File: src/evlm_pkg.sv
`timescale 1ns / 1ps
package evlm_pkg;

  localparam int unsigned MAG_W   = 16;
  localparam int unsigned DIG_W   = 4;
  localparam int unsigned NDIG    = MAG_W / DIG_W;
  localparam int unsigned DCNT_W  = $clog2(NDIG);
  localparam int unsigned MC_W    = MAG_W + DIG_W * (NDIG - 1);
  localparam int unsigned PROD_W  = MC_W + DIG_W;

  localparam int unsigned RMS_W   = 16;
  localparam int unsigned SQ_W    = 2 * RMS_W;
  localparam int unsigned SQ_ITER = RMS_W;
  localparam int unsigned SREM_W  = RMS_W + 2;
  localparam int unsigned STRY_W  = RMS_W + 4;

  localparam int unsigned TIME_W  = 32;
  localparam int unsigned LVL_W   = 16;
  localparam int unsigned DUR_W   = 24;

  localparam int unsigned CFG_IDX_W = 8;
  localparam int unsigned CFG_DAT_W = 24;
  localparam int unsigned OUT_W     = 24;

  localparam logic [CFG_IDX_W-1:0] REG_SPEECH_ON  = 8'd0;
  localparam logic [CFG_IDX_W-1:0] REG_SPEECH_OFF = 8'd1;
  localparam logic [CFG_IDX_W-1:0] REG_HANG       = 8'd2;
  localparam logic [CFG_IDX_W-1:0] REG_LVL_PERIOD = 8'd3;

  localparam logic [LVL_W-1:0] RST_SPEECH_ON  = 16'd393;
  localparam logic [LVL_W-1:0] RST_SPEECH_OFF = 16'd197;
  localparam logic [DUR_W-1:0] RST_HANG       = 24'd9600;
  localparam logic [DUR_W-1:0] RST_LVL_PERIOD = 24'd1600;

  typedef enum logic [2:0] {
    ST_IDLE,
    ST_MUL,
    ST_DIV,
    ST_SQRT,
    ST_DET
  } state_e;

  typedef struct packed {
    logic             speaking;
    logic [RMS_W-1:0] rms;
    logic             report;
    logic             ended;
    logic             started;
  } result_t;

endpackage

File: src/energy_vad_level_meter_top.sv
`timescale 1ns / 1ps
// Energy voice detector and level meter. Each counted sample (the first MAX_PACKET of a
// packet) adds its square to the packet sum, one 4-bit digit of the magnitude per cycle;
// the next sample can be taken in the last digit step unless this one ends the packet. A
// sample past the packet capacity adds nothing. The sample that ends a packet is followed
// by a restoring divide of the sum by the count (one quotient bit a cycle), an integer
// square root (2 bits a cycle) and a detector step; the result then sits in the
// output register while new samples are taken. A packet end that reaches the detector
// while the previous result has not been taken waits for it.
module energy_vad_level_meter_top #(
  parameter int unsigned MAX_PACKET = 4096
) (
  input  logic                               clk_i,
  input  logic                               rst_ni,
  input  logic                               s_axis_tvalid,
  output logic                               s_axis_tready,
  input  logic [evlm_pkg::MAG_W-1:0]         s_axis_tdata,   // [15:0] sample
  input  logic                               s_axis_tlast,   // packet_end
  output logic                               m_axis_tvalid,
  input  logic                               m_axis_tready,
  // [0] speech_started, [1] speech_ended, [2] level_report, [18:3] rms_level,
  // [19] speaking, [23:20] zero
  output logic [evlm_pkg::OUT_W-1:0]         m_axis_tdata,
  input  logic                               cfg_valid_i,
  output logic                               cfg_ready_o,
  input  logic [evlm_pkg::CFG_IDX_W-1:0]     cfg_index_i,
  input  logic [evlm_pkg::CFG_DAT_W-1:0]     cfg_data_i
);

  localparam int unsigned CW = $clog2(MAX_PACKET + 1);
  localparam int unsigned SW = 30 + CW;
  localparam int unsigned IW = $clog2(SW);

  evlm_pkg::state_e state_q, state_d;
  logic [evlm_pkg::DCNT_W-1:0] dcnt_q, dcnt_d;
  logic [IW-1:0]               it_q, it_d;

  logic [evlm_pkg::LVL_W-1:0] on_q, off_q;
  logic [evlm_pkg::DUR_W-1:0] hang_q, period_q;

  logic [SW-1:0]                   sum_q, sum_d;
  logic [CW-1:0]                   count_q;
  logic [evlm_pkg::MC_W-1:0]       mcand_q;
  logic [evlm_pkg::MAG_W-1:0]      mplier_q;
  logic                            last_q;
  logic [evlm_pkg::TIME_W-1:0]     clk_cnt_q, voice_t_q, level_t_q;
  logic                            speak_q;

  logic [SW-1:0]  dq_q, dq_nx;
  logic [CW-1:0]  dv_q, rem_q;
  logic [CW:0]    dsh;
  logic           dge;

  logic [evlm_pkg::SQ_W-1:0]    sqv_q;
  logic [evlm_pkg::SREM_W-1:0]  srem_q;
  logic [evlm_pkg::RMS_W-1:0]   root_q;
  logic [evlm_pkg::STRY_W-1:0]  ssh, stry;
  logic                         sge;

  logic                    out_valid_q;
  evlm_pkg::result_t       out_q;

  logic                    accept, counted_in, mul_en, div_go, det_go;
  logic [evlm_pkg::MAG_W-1:0]  mag;
  logic [evlm_pkg::PROD_W-1:0] prod;
  logic [evlm_pkg::TIME_W-1:0] voice_el, level_el;
  logic                        on_hit, off_hit;

  assign cfg_ready_o = 1'b1;

  assign mag        = s_axis_tdata[evlm_pkg::MAG_W-1] ? (~s_axis_tdata + 1'b1) : s_axis_tdata;
  assign counted_in = count_q < CW'(MAX_PACKET);
  assign prod       = mcand_q * mplier_q[evlm_pkg::DIG_W-1:0];
  assign sum_d      = mul_en ? (sum_q + SW'(prod)) : sum_q;

  assign dsh   = {rem_q, dq_q[SW-1]};
  assign dge   = dsh >= {1'b0, dv_q};
  assign dq_nx = {dq_q[SW-2:0], dge};

  assign ssh  = {srem_q, sqv_q[evlm_pkg::SQ_W-1 -: 2]};
  assign stry = {2'b00, root_q, 2'b01};
  assign sge  = ssh >= stry;

  assign voice_el = clk_cnt_q - voice_t_q;
  assign level_el = clk_cnt_q - level_t_q;
  assign on_hit   = root_q >= on_q;
  assign off_hit  = root_q >= off_q;

  always_comb begin
    state_d       = state_q;
    dcnt_d        = dcnt_q;
    it_d          = it_q;
    s_axis_tready = 1'b0;
    mul_en        = 1'b0;
    div_go        = 1'b0;
    det_go        = 1'b0;
    unique case (state_q)
      evlm_pkg::ST_IDLE: begin
        s_axis_tready = 1'b1;
      end
      evlm_pkg::ST_MUL: begin
        mul_en = 1'b1;
        dcnt_d = dcnt_q + 1'b1;
        if (dcnt_q == evlm_pkg::DCNT_W'(evlm_pkg::NDIG - 1)) begin
          s_axis_tready = !last_q;
          if (last_q) begin
            state_d = evlm_pkg::ST_DIV;
            it_d    = '0;
            div_go  = 1'b1;
          end else begin
            state_d = evlm_pkg::ST_IDLE;
          end
        end
      end
      evlm_pkg::ST_DIV: begin
        it_d = it_q + 1'b1;
        if (it_q == IW'(SW - 1)) begin
          state_d = evlm_pkg::ST_SQRT;
          it_d    = '0;
        end
      end
      evlm_pkg::ST_SQRT: begin
        it_d = it_q + 1'b1;
        if (it_q == IW'(evlm_pkg::SQ_ITER - 1)) begin
          state_d = evlm_pkg::ST_DET;
        end
      end
      evlm_pkg::ST_DET: begin
        if (!out_valid_q || m_axis_tready) begin
          det_go  = 1'b1;
          state_d = evlm_pkg::ST_IDLE;
        end
      end
      default: state_d = evlm_pkg::ST_IDLE;
    endcase
    accept = s_axis_tready && s_axis_tvalid;
    if (accept) begin
      if (counted_in) begin
        state_d = evlm_pkg::ST_MUL;
        dcnt_d  = '0;
      end else if (s_axis_tlast) begin
        state_d = evlm_pkg::ST_DIV;
        it_d    = '0;
        div_go  = 1'b1;
      end else begin
        state_d = evlm_pkg::ST_IDLE;
      end
    end
  end

  always_ff @(posedge clk_i or negedge rst_ni) begin
    if (!rst_ni) begin
      state_q <= evlm_pkg::ST_IDLE;
      dcnt_q  <= '0;
      it_q    <= '0;
    end else begin
      state_q <= state_d;
      dcnt_q  <= dcnt_d;
      it_q    <= it_d;
    end
  end

  always_ff @(posedge clk_i or negedge rst_ni) begin
    if (!rst_ni) begin
      on_q     <= evlm_pkg::RST_SPEECH_ON;
      off_q    <= evlm_pkg::RST_SPEECH_OFF;
      hang_q   <= evlm_pkg::RST_HANG;
      period_q <= evlm_pkg::RST_LVL_PERIOD;
    end else if (cfg_valid_i) begin
      unique case (cfg_index_i)
        evlm_pkg::REG_SPEECH_ON:  on_q     <= cfg_data_i[evlm_pkg::LVL_W-1:0];
        evlm_pkg::REG_SPEECH_OFF: off_q    <= cfg_data_i[evlm_pkg::LVL_W-1:0];
        evlm_pkg::REG_HANG:       hang_q   <= cfg_data_i;
        evlm_pkg::REG_LVL_PERIOD: period_q <= cfg_data_i;
        default: ;
      endcase
    end
  end

  always_ff @(posedge clk_i or negedge rst_ni) begin
    if (!rst_ni) begin
      sum_q       <= '0;
      count_q     <= '0;
      last_q      <= 1'b0;
      clk_cnt_q   <= '0;
      voice_t_q   <= '0;
      level_t_q   <= '0;
      speak_q     <= 1'b0;
      out_valid_q <= 1'b0;
    end else begin
      if (div_go) begin
        sum_q <= '0;
      end else begin
        sum_q <= sum_d;
      end
      if (accept) begin
        clk_cnt_q <= clk_cnt_q + 1'b1;
        last_q    <= s_axis_tlast;
      end
      if (div_go) begin
        count_q <= '0;
      end else if (accept && counted_in) begin
        count_q <= count_q + 1'b1;
      end
      if (det_go) begin
        out_valid_q <= 1'b1;
        if (!speak_q && on_hit) begin
          speak_q   <= 1'b1;
          voice_t_q <= clk_cnt_q;
        end else if (speak_q) begin
          if (off_hit) begin
            voice_t_q <= clk_cnt_q;
          end else if (voice_el > {8'd0, hang_q}) begin
            speak_q <= 1'b0;
          end
        end
        if (level_el >= {8'd0, period_q}) begin
          level_t_q <= clk_cnt_q;
        end
      end else if (m_axis_tready) begin
        out_valid_q <= 1'b0;
      end
    end
  end

  always_ff @(posedge clk_i) begin
    if (accept) begin
      mcand_q  <= evlm_pkg::MC_W'(mag);
      mplier_q <= mag;
    end else if (mul_en) begin
      mcand_q  <= mcand_q << evlm_pkg::DIG_W;
      mplier_q <= mplier_q >> evlm_pkg::DIG_W;
    end
    if (div_go) begin
      dq_q  <= sum_d;
      dv_q  <= count_q;
      rem_q <= '0;
    end else if (state_q == evlm_pkg::ST_DIV) begin
      dq_q  <= dq_nx;
      rem_q <= CW'(dge ? (dsh - {1'b0, dv_q}) : dsh);
      if (it_q == IW'(SW - 1)) begin
        sqv_q  <= evlm_pkg::SQ_W'(dq_nx);
        srem_q <= '0;
        root_q <= '0;
      end
    end else if (state_q == evlm_pkg::ST_SQRT) begin
      sqv_q  <= sqv_q << 2;
      srem_q <= evlm_pkg::SREM_W'(sge ? (ssh - stry) : ssh);
      root_q <= {root_q[evlm_pkg::RMS_W-2:0], sge};
    end
    if (det_go) begin
      out_q.rms      <= root_q;
      out_q.started  <= !speak_q && on_hit;
      out_q.ended    <= speak_q && !off_hit && (voice_el > {8'd0, hang_q});
      out_q.report   <= level_el >= {8'd0, period_q};
      out_q.speaking <= (!speak_q && on_hit) ||
                        (speak_q && (off_hit || !(voice_el > {8'd0, hang_q})));
    end
  end

  assign m_axis_tvalid = out_valid_q;
  assign m_axis_tdata  = {{(evlm_pkg::OUT_W - $bits(evlm_pkg::result_t)){1'b0}}, out_q};

endmodule

File: config.mk
export PLATFORM = sky130hd
export DESIGN_NAME = energy_vad_level_meter_top
export DESIGN_NICKNAME = d
export VERILOG_FILES = /design/src/evlm_pkg.sv /design/src/energy_vad_level_meter_top.sv
export SDC_FILE = /design/constraint.sdc
export NUM_CORES = 1
export LEC_CHECK = 0
export BUFFER_PORTS_ARGS = -buffer_cell sky130_fd_sc_hd__buf_2
export CAP_MARGIN = 20
export CORE_ASPECT_RATIO = 1.75
export CORE_MARGIN = 10
export CORE_UTILIZATION = 50
export DETAILED_ROUTE_END_ITERATION = 6
export HOLD_SLACK_MARGIN = 0.03
export PLACE_DENSITY = 0.8
export SYNTH_ARGS = -nofsm -noshare
export SYNTH_HDL_FRONTEND = slang
export SYNTH_SLANG_ARGS = --single-unit
File: constraint.sdc
create_clock -name clk_i -period 5.65 [get_ports clk_i]
set_clock_uncertainty 0.2 [all_clocks]
set_input_delay 0.8475 -clock clk_i [delete_from_list [all_inputs] [get_ports clk_i]]
set_output_delay 0.8475 -clock clk_i [all_outputs]
set_load 0.05 [all_outputs]
==> reports/qor.log, run 1 <==
INFO  global_route   grt_pass1_vias=22950
INFO  sta            final_min_period_over_clock_period=96.61%
INFO  sta            setup_viol_count_final=0
INFO  logic_synthesis mappedNetlistArea=0.02982sqmm
INFO  critical_path  ff2ff_path_depth=18
INFO  critical_path  kind_of_launch_point_of_the_worst_setup_path=flip-flop
INFO  drt            post-route-drc-count=0
INFO  clock_network  cts_buffer_depth=3
INFO  logic_synthesis ys_async_sr_fraction=55.28%
INFO  floorplanning  core.rowCount=118
INFO  clock_network  cts_tree=done
INFO  clock_network  cts_inserted_buffers=43
INFO  critical_path  arrival=5660ps
INFO  drt            antenna_left=0
INFO  drt            drtIter0Drc=1151
INFO  critical_path  cell_breakdown_of_the_critical_path=clkbuf_2 -> buf_4 -> and2_1 -> fa_1 -> fa_1 -> inv_1 -> fa_1 -> inv_1 -> ha_1 -> o21a_1 -> o21ai_0 -> a21o_1 -> a21oi_2 -> nand4_1 -> a31oi_2 -> nor3_2 -> or4_1 -> a31oi_1
INFO  critical_path  slowest_stage=sky130_fd_sc_hd__fa_1
INFO  sta            timing.final.crit_period=5459ps
INFO  critical_path  crit_fanout=8
INFO  logic_synthesis yosysWarningCount=0
INFO  drt            routedWlPerCell=17.23microns
INFO  clock_network  ctsRootBufferMaster=sky130_fd_sc_hd__clkbuf_16
INFO  critical_path  critPathMostFrequentCell=sky130_fd_sc_hd__fa_1
INFO  floorplanning  ios=81
INFO  outcome        run_status=finished, final reports clean
INFO  sta            worst_hold_slack=53.79ps
INFO  floorplanning  die-width=204.6microns
INFO  sta            hold_viol=0
INFO  floorplanning  initial_utilization=50.38%
INFO  sta            worst_slew_margin_rel=32.17%
INFO  final_layout   areaGrowthSynthToFinish=10.27%
INFO  drt            num_vias=22300
INFO  drt            met3WireLength=2531microns
INFO  critical_path  timing.critical_path.to_type=flip-flop
INFO  global_route   grt_pass1_wl=113700microns
INFO  final_layout   finalNetCount=3561
INFO  critical_path  r2r_slack=190ps
INFO  logic_synthesis synth_cells=3101
INFO  floorplanning  fp.coreArea=0.05920sqmm
INFO  critical_path  rr_endpoint=dq_q[39]
INFO  floorplanning  die_h=343.1microns
INFO  logic_synthesis area_share_of_the_leading_cell_type_in_the_synthesized_netlist=19.38%
INFO  drt            wl_met2=37130microns
INFO  global_route   maximum_number_of_pins_on_one_net_before_global_route_repair=115
INFO  logic_synthesis synthesis.area_per_instance=9.618squm
INFO  logic_synthesis yosys_most_used_dff=sky130_fd_sc_hd__dfrtp_1
INFO  final_layout   drive_above_1_share=12.89%
INFO  placement      portBuffers=75
INFO  floorplanning  floorplan.die_area=0.07020sqmm
INFO  logic_synthesis yosysSeqAreaShare=39.90%
INFO  drt            per_cell_via_count_in_the_routed_design=5.553
INFO  critical_path  critical-path-max-stage-delay=540ps
INFO  clock_network  cts_num_sinks=445
INFO  sta            final-max-slew-violation-count=0
INFO  placement      gpl.final_weighted_congestion=0.9749
INFO  logic_synthesis synth.top_cells.by_area=sky130_fd_sc_hd__dfrtp_1 19%, sky130_fd_sc_hd__edfxtp_1 18%, sky130_fd_sc_hd__ha_1 9.3%, sky130_fd_sc_hd__fa_1 5.6%, sky130_fd_sc_hd__inv_1 4.5%
INFO  critical_path  critPathKind=reg -> reg
INFO  clock_network  worst_setup_hold_path_clk_slew=60ps
INFO  drt            route.layer.met1.wl=25150microns
INFO  logic_synthesis ys_types=88
INFO  sta            max_clk_rate=183.2MHz
INFO  critical_path  rr_startpoint=mplier_q[2]
INFO  logic_synthesis synth-seq-cells=445
INFO  logic_synthesis synth-edff-count=174
INFO  critical_path  worst_path_dominant_cell_family=adder cells
INFO  global_route   number_of_antenna_violations_at_the_first_check_in_global_routing=1
INFO  global_route   grt_overflow_total=0
INFO  clock_network  clkLatencyLatePin=580ps
INFO  job            maxCapViolCount=0
INFO  drt            wl=69190microns
INFO  placement      dp.final_hpwl=53030microns
INFO  sta            fin_setup_tns=0ps
INFO  hold_path      timing.hold.worst.class=in -> async
INFO  clock_network  h-tree-depth=2
INFO  critical_path  crit_required=5850ps
INFO  logic_synthesis synthDominantAreaCellType=sky130_fd_sc_hd__dfrtp_1
INFO  drt            drtPass1Iterations=5
INFO  sta            timing_worst_slew_pin_value=1016ps
INFO  global_route   grt_use_total=19.71%
INFO  drt            highest-signal-layer=met5
INFO  critical_path  critical_path.n_buffers_inverters=4
==> Yosys cell counts (41+ instances only) <==
cell and n:
sky130_fd_sc_hd__inv_1 359, sky130_fd_sc_hd__nand2_1 297, sky130_fd_sc_hd__nor2_1 264, sky130_fd_sc_hd__dfrtp_1 231, sky130_fd_sc_hd__ha_1 221, sky130_fd_sc_hd__a21oi_1 208
sky130_fd_sc_hd__edfxtp_1 174, sky130_fd_sc_hd__o21ai_0 124, sky130_fd_sc_hd__and2_1 118, sky130_fd_sc_hd__a21o_1 97, sky130_fd_sc_hd__xnor2_1 92, sky130_fd_sc_hd__mux2_2 89
sky130_fd_sc_hd__fa_1 84, sky130_fd_sc_hd__clkbuf_1 82, sky130_fd_sc_hd__xor2_1 68, sky130_fd_sc_hd__nand3_1 66, sky130_fd_sc_hd__nand4_1 41
==> worst max-delay path by stage <==
stage	from	end	cells after the start
2_1_floorplan	clk_cnt_q[0]	level_t_q[10]	21
3_3_place_gp	clk_cnt_q[0]	level_t_q[27]	23
3_5_place_dp	clk_cnt_q[0]	level_t_q[29]	21
4_1_cts	clk_cnt_q[0]	level_t_q[23]	21
5_1_grt	mplier_q[2]	dq_q[39]	18
6_report	mplier_q[2]	dq_q[39]	18
==> sequential cells by signal (all words and copies together) (netlist names), 3 cells and up <==
signal        cells
clk_cnt_q        32
count_q          13
dq_q             43
dv_q             13
hang_q           24
it_q              6
level_t_q        32
m_axis_tdata     20
mcand_q          28
mplier_q         16
off_q            16
on_q             16
period_q         24
rem_q            13
root_q           16
sqv_q            32
srem_q           18
state_q           3
sum_q            43
voice_t_q        32
==> logic make-up (layout without fill, tap and decap cells) <==
logic type | Yosys count | count (layout) | synth area share (%)
and+or+nand+nor | 938 | 938 | 14.79
AOI/OAI and AO/OA | 632 | 632 | 13.45
buffers and inverters | 469 | 600 | 6.326
DFF | 445 | 445 | 39.90
adders and majority gates | 305 | 305 | 14.91
xor gates and xnor gates | 160 | 160 | 4.699
muxes | 150 | 150 | 5.894
other | 2 | 6 | 0.02518
==> layer usage <==
layer	track usage (%)	vias to the layer above
li1	-	10820
met3	2.144	199
met1	20.28	10780
met2	37.07	499
met5	0	-
met4	12.30	2
==> cells in the final DEF (no fill, tap or decap), types with 32 or more instances in the layout <==
cell type / synthesis / routed
sky130_fd_sc_hd__dfrtp_1: 231 / 231
sky130_fd_sc_hd__buf_2: 8 / 74
sky130_fd_sc_hd__nand2_1: 297 / 297
sky130_fd_sc_hd__ha_1: 221 / 220
sky130_fd_sc_hd__o21a_1: 39 / 39
sky130_fd_sc_hd__mux2_2: 89 / 89
sky130_fd_sc_hd__nand3_1: 66 / 66
sky130_fd_sc_hd__xor2_1: 68 / 68
sky130_fd_sc_hd__mux2i_1: 32 / 32
sky130_fd_sc_hd__nand4_1: 41 / 41
sky130_fd_sc_hd__edfxtp_1: 174 / 174
sky130_fd_sc_hd__o21ai_0: 124 / 120
sky130_fd_sc_hd__buf_4: 6 / 81
sky130_fd_sc_hd__inv_1: 359 / 357
sky130_fd_sc_hd__xnor2_1: 92 / 92
sky130_fd_sc_hd__a21oi_1: 208 / 200
sky130_fd_sc_hd__a21o_1: 97 / 97
sky130_fd_sc_hd__nor2_1: 264 / 261
sky130_fd_sc_hd__fa_1: 84 / 83
sky130_fd_sc_hd__and2_1: 118 / 116
sky130_fd_sc_hd__clkbuf_16: 0 / 43
==> stage by stage <==
| step | worst slack (ps) | cells | util (%) | instance area, sq um |
|---|---|---|---|---|
| 2_1_floorplan | 402.1 | 3104 | - | 29840 |
| 3_3_place_gp | 89.54 | 3921 | 52.82 | 31270 |
| 3_5_place_dp | 12.17 | 3922 | 52.85 | 31290 |
| 4_1_cts | 16.63 | 4000 | 55.21 | 32680 |
| 5_1_grt | -35.82 | 4015 | 55.55 | 32890 |
| 6_report | 191.3 | 4016 | 55.55 | 32890 |
==> layout make-up <==
| cell class | count | area [sq um] |
|---|---|---|
| clock inverters | 20 | 222.7 |
| well taps | 780 | 975.9 |
| clock buffers | 58 | 1162 |
| flip-flops and latches | 445 | 11900 |
| fillers | 5060 | 26320 |
| inverters | 359 | 1350 |
| diodes | 1 | 2.502 |
| multi-input cells | 2190 | 16180 |
| repair buffers | 163 | 1099 |
==> what timing repair did <==
action,4_1_cts,5_1_grt
setup buffers,0,15
resized for setup,1,25
pin swaps,0,6
setup endpoints to repair,19,57
hold buffers,0,0
hold endpoints to repair,0,0
Power of run 1 is left out: the tool's default activity adds up to more than one toggle a clock period on the data nets, which glitch-free logic cannot reach.
==> run 2, diff against run 1 <==
CORE_UTILIZATION = 40   (was 50)
PLACE_DENSITY = 0.68   (was 0.8)
==> reports/qor.log, run 2 (synthesis gave the netlist of run 1 again) <==
INFO  outcome        run_status=finished, final reports clean
INFO  drt            highest-signal-layer=met4
INFO  floorplanning  initial_utilization=40.31%
INFO  clock_network  worst_setup_hold_path_clk_slew=70ps
INFO  global_route   grt_pass1_wl=115400microns
INFO  clock_network  clkLatencyLatePin=610ps
INFO  clock_network  ctsRootBufferMaster=sky130_fd_sc_hd__clkbuf_16
INFO  critical_path  timing.critical_path.to_type=flip-flop
INFO  drt            met3WireLength=2296microns
INFO  sta            fin_setup_tns=0ps
INFO  critical_path  crit_fanout=6
INFO  global_route   grt_overflow_total=0
INFO  clock_network  cts_buffer_depth=3
INFO  global_route   maximum_number_of_pins_on_one_net_before_global_route_repair=111
INFO  clock_network  cts-hold-fix-buffers=0
INFO  floorplanning  die-width=226.4microns
INFO  sta            worst_slew_margin_rel=33.72%
INFO  global_route   grt_pass1_vias=22840
INFO  job            maxCapViolCount=0
INFO  drt            routedWlPerCell=16.84microns
INFO  critical_path  critical_path.startpoint=mplier_q[3]
INFO  sta            max_clk_rate=183.5MHz
INFO  floorplanning  floorplan.die_area=0.08632sqmm
INFO  drt            route.layer.met1.wl=26730microns
INFO  drt            antenna_left=0
INFO  clock_network  cts_inserted_buffers=44
INFO  critical_path  critPathKind=reg -> reg
INFO  critical_path  crit_required=5770ps
INFO  drt            drtPass1Iterations=6
INFO  clock_network  cts_num_sinks=445
INFO  sta            final_min_period_over_clock_period=96.43%
INFO  final_layout   drive_above_1_share=13.12%
INFO  drt            wl=70490microns
INFO  sta            hold_viol=0
INFO  global_route   number_of_antenna_violations_at_the_first_check_in_global_routing=0
INFO  clock_network  cts_tree=done
INFO  critical_path  arrival=5570ps
INFO  final_layout   areaGrowthSynthToFinish=11.62%
INFO  drt            num_vias=21990
INFO  critical_path  rr_endpoint=dq_q[26]
INFO  critical_path  kind_of_launch_point_of_the_worst_setup_path=flip-flop
INFO  placement      dp.final_hpwl=54300microns
INFO  placement      portBuffers=75
INFO  sta            setup_viol_count_final=0
INFO  sta            timing_worst_slew_pin_value=993.2ps
INFO  critical_path  rr_startpoint=mplier_q[3]
INFO  floorplanning  ios=81
INFO  floorplanning  die_h=381.2microns
INFO  global_route   grt_use_total=16.38%
INFO  drt            drtIter0Drc=1322
INFO  hold_path      timing.hold.worst.class=in -> async
INFO  critical_path  ff2ff_path_depth=18
INFO  floorplanning  core.rowCount=132
INFO  final_layout   final_cell_mix=357 x sky130_fd_sc_hd__inv_1, 297 x sky130_fd_sc_hd__nand2_1, 261 x sky130_fd_sc_hd__nor2_1
INFO  sta            final-max-slew-violation-count=0
INFO  drt            wl_met2=37920microns
INFO  sta            grt_setup_unrepaired=no
INFO  placement      gpl.final_weighted_congestion=0.9592
INFO  final_layout   mostFrequentLayoutCell=sky130_fd_sc_hd__inv_1
INFO  critical_path  r2r_slack=200ps
INFO  drt            per_cell_via_count_in_the_routed_design=5.254
INFO  final_layout   reg_top3=dq_q: 43 flops, sum_q: 43 flops
INFO  drt            post-route-drc-count=0
INFO  final_layout   finalNetCount=3570
INFO  sta            timing.final.crit_period=5448ps
INFO  clock_network  h-tree-depth=2
INFO  floorplanning  fp.coreArea=0.07399sqmm
-- run 2: worst max path at each step --
stage,to,depth (start not counted)
final,dq_q[26],18
after global routing,level_t_q[11],23
after floorplan,level_t_q[10],21
after global placement,level_t_q[30],23
after CTS,level_t_q[28],21
after detailed placement,level_t_q[25],22
-- run 2: layout make-up --
cell class,instances,area [sq um]
multi-input combinational,2190,16140
sequential,445,11900
inverter,359,1350
tap,938,1174
fill,7066,40700
clock inverter,24,287.8
timing repair buffer,171,1191
antenna,1,2.502
clock buffer,58,1246
-- run 2: critical path, cell delays in order, from the launching register on --
cell and delay, ps:
sky130_fd_sc_hd__edfxtp_1 450, sky130_fd_sc_hd__buf_4 190, sky130_fd_sc_hd__and2_1 170, sky130_fd_sc_hd__fa_1 440, sky130_fd_sc_hd__fa_1 510, sky130_fd_sc_hd__inv_1 50, sky130_fd_sc_hd__fa_1 500, sky130_fd_sc_hd__inv_1 40
sky130_fd_sc_hd__ha_1 360, sky130_fd_sc_hd__a21o_1 180, sky130_fd_sc_hd__a21o_1 170, sky130_fd_sc_hd__a221o_1 290, sky130_fd_sc_hd__a41o_1 330, sky130_fd_sc_hd__a311o_1 450, sky130_fd_sc_hd__a211oi_2 250, sky130_fd_sc_hd__a211oi_1 90
sky130_fd_sc_hd__xor2_1 160, sky130_fd_sc_hd__a21oi_1 200, sky130_fd_sc_hd__a21oi_1 90
-- run 2: repair_timing --
item / 4_1_cts / 5_1_grt
setup endpoints to repair: 0 / 50
gates resized for setup: 0 / 14
buffers inserted: 0 / 5
endpoints found under the hold margin: 0 / 0
-- run 2: routing by layer --
layer / GRT usage, % / up-vias
li1: - / 10820
met2: 31.36 / 353
met1: 16.87 / 10650
met4: 8.324 / 0
met5: 0 / -
met3: 2.093 / 171
-- run 2: metrics by stage --
| step | area, sq um | cells | utilization (%) | hold WS [ps] | setup slack [ps] |
|---|---|---|---|---|---|
| final | 33290 | 4186 | 44.99 | 70.52 | 201.8 |
| after global routing | 33290 | 4185 | 44.99 | 184.5 | 3.917 |
| after CTS | 33140 | 4177 | 44.78 | 124.9 | 27.36 |
| after detailed placement | 31600 | 4095 | 42.71 | 245.8 | 60.33 |
| after global placement | 31600 | 4095 | 42.71 | 228.8 | 78.21 |
| after floorplan | 29840 | 3104 | - | 217.5 | 402.1 |
Power of run 2 is left out for the same reason.
==> run 3, diff against run 2 <==
CORE_ASPECT_RATIO = 1.25   (was 1.75)
CTS_BUF_LIST = sky130_fd_sc_hd__clkbuf_4 sky130_fd_sc_hd__clkbuf_8 sky130_fd_sc_hd__clkbuf_16   (was unset)
clock period = 4.4 ns   (was 5.65 ns; I/O delays follow)
==> reports/qor.log, run 3 (synthesis gave the netlist of run 1 again) <==
INFO  critical_path  crit_fanout=5
INFO  final_layout   reg_top3=dq_q: 43 flops, sum_q: 43 flops
INFO  floorplanning  initial_utilization=40.52%
INFO  placement      dpl_cell_area=0.03432sqmm
INFO  sta            grt_setup_unrepaired=yes
INFO  critical_path  critPathCapture=dq_q[41]
INFO  placement      portBuffers=75
INFO  sta            timing_worst_slew_pin_value=1029ps
INFO  clock_network  cts_inserted_buffers=49
INFO  sta            setup_viol_count_final=101
INFO  sta            fin_setup_tns=-52040ps
INFO  sta            final-max-slew-violation-count=0
INFO  floorplanning  die-width=264.2microns
INFO  drt            drtIter0Drc=1157
INFO  placement      dp.final_hpwl=55720microns
INFO  hold_path      timing.hold.worst.class=in -> reg
INFO  critical_path  timing.critical_path.to_type=flip-flop
INFO  floorplanning  ios=81
INFO  critical_path  crit_required=4670ps
INFO  global_route   number_of_antenna_violations_at_the_first_check_in_global_routing=8
INFO  critical_path  rr_startpoint=mplier_q[2]
INFO  outcome        violations=setup timing
INFO  clock_network  cts_buffer_depth=3
INFO  global_route   grt_pass1_vias=24290
INFO  final_layout   stdcell_count=4590
INFO  clock_network  h-tree-depth=2
INFO  critical_path  critPathKind=reg -> reg
INFO  final_layout   postLayoutCoreUtil=51.86%
INFO  floorplanning  core.rowCount=111
INFO  drt            antenna_left=0
INFO  critical_path  r2r_slack=-780ps
INFO  outcome        run_status=finished, violations left
INFO  final_layout   finalNetCount=3946
INFO  placement      gpl.final_weighted_congestion=0.8900
INFO  critical_path  kind_of_launch_point_of_the_worst_setup_path=flip-flop
INFO  critical_path  ff2ff_path_depth=19
INFO  sta            worst_slew_margin_rel=31.26%
INFO  job            maxCapViolCount=0
INFO  global_route   grt_pass1_wl=122400microns
INFO  global_route   maximum_number_of_pins_on_one_net_before_global_route_repair=113
INFO  drt            drtPass1Iterations=6
INFO  critical_path  arrival=5450ps
INFO  drt            post-route-drc-count=0
INFO  drt            routedWlPerCell=16.68microns
INFO  global_route   grt_overflow_total=0
INFO  clock_network  cts_tree=done
INFO  drt            per_cell_via_count_in_the_routed_design=5.168
INFO  drt            num_vias=23720
INFO  clock_network  cts_num_sinks=445
INFO  clock_network  clkLatencyLatePin=640ps
INFO  global_route   grt_use_total=17.02%
INFO  placement      place_inst=4423
INFO  floorplanning  floorplan.die_area=0.08595sqmm
INFO  critical_path  rr_endpoint=dq_q[41]
INFO  clock_network  worst_setup_hold_path_clk_slew=70ps
INFO  final_layout   fillers=6538
INFO  sta            max_clk_rate=193.1MHz
INFO  final_layout   areaGrowthSynthToFinish=28.00%
INFO  floorplanning  fp.coreArea=0.07361sqmm
INFO  sta            timing.final.crit_period=5179ps
INFO  sta            worst_slack=-779.3ps
INFO  sta            hold_viol=0
INFO  clock_network  ctsRootBufferMaster=sky130_fd_sc_hd__clkbuf_16
INFO  final_layout   fin_area=0.03818sqmm
INFO  drt            wl=76580microns
INFO  floorplanning  die_h=325.3microns
INFO  final_layout   mostFrequentLayoutCell=sky130_fd_sc_hd__buf_4
INFO  final_layout   drive_above_1_share=29.63%
INFO  final_layout   final_cell_mix=397 x sky130_fd_sc_hd__buf_4, 333 x sky130_fd_sc_hd__inv_1, 291 x sky130_fd_sc_hd__nand2_1
INFO  critical_path  critical_path.startpoint=mplier_q[2]
INFO  sta            final_min_period_over_clock_period=117.7%
[run 3: worst min-delay path by stage]
stage / from / endpoint / depth (start not counted)
floorplan: rst_ni / clk_cnt_q[0] / 0
finish: s_axis_tlast / last_q / 3
CTS: s_axis_tlast / last_q / 3
global route: s_axis_tlast / last_q / 3
detailed placement: rem_q[12] / rem_q[12] / 2
global placement: rem_q[12] / rem_q[12] / 2
[run 3: area by class of cell]
type,count,area [sq um],share of cell area (%)
multi-input combinational,2190,17650,46.25
timing repair buffer,542,4277,11.20
clock inverter,28,340.3,0.8915
sequential,445,11900,31.18
clock buffer,64,1446,3.789
tap,960,1201,3.146
antenna,2,5.005,0.01311
inverter,359,1350,3.536
[run 3: metal layers]
layer / GRT usage [%] / vias to the layer above / wire (microns)
met5: 0 / - / 80
met1: 19.13 / 11600 / 30690
met2: 31.86 / 365 / 40460
met4: 5.396 / 14 / 2332
li1: - / 11580 / -
met3: 2.893 / 154 / 3020
[run 3: repair_timing]
action / in CTS / in global routing
endpoints found under the hold margin: 79 / 0
setup endpoints to repair: 104 / 107
pin swaps: 58 / 162
resized for setup: 125 / 220
gates cloned: 3 / 3
hold buffers: 1 / 0
setup buffers: 32 / 39
[run 3: worst max-delay path, cell delays in order (launching register included)]
cell and delay [ps]:
sky130_fd_sc_hd__edfxtp_1 440, sky130_fd_sc_hd__buf_6 170, sky130_fd_sc_hd__buf_6 110, sky130_fd_sc_hd__buf_6 110, sky130_fd_sc_hd__buf_6 110, sky130_fd_sc_hd__and2_4 150
sky130_fd_sc_hd__fa_1 480, sky130_fd_sc_hd__fa_1 570, sky130_fd_sc_hd__inv_1 60, sky130_fd_sc_hd__fa_1 530, sky130_fd_sc_hd__inv_2 60, sky130_fd_sc_hd__ha_4 280
sky130_fd_sc_hd__nand4_1 110, sky130_fd_sc_hd__buf_4 170, sky130_fd_sc_hd__nor2_2 100, sky130_fd_sc_hd__nand4_1 230, sky130_fd_sc_hd__a31oi_4 270, sky130_fd_sc_hd__nor3_4 100
sky130_fd_sc_hd__or4_4 580, sky130_fd_sc_hd__a31oi_1 180
[run 3: stage by stage]
stage	worst slack (ps)	hold WS, ps
final	-779.3	68.35
after global routing	-964.2	72.64
after CTS	-682.6	38.29
after detailed placement	-823.6	261.2
after global placement	-718.4	229.5
after floorplan	-487.5	164.4
Power of run 3 is left out for the same reason.
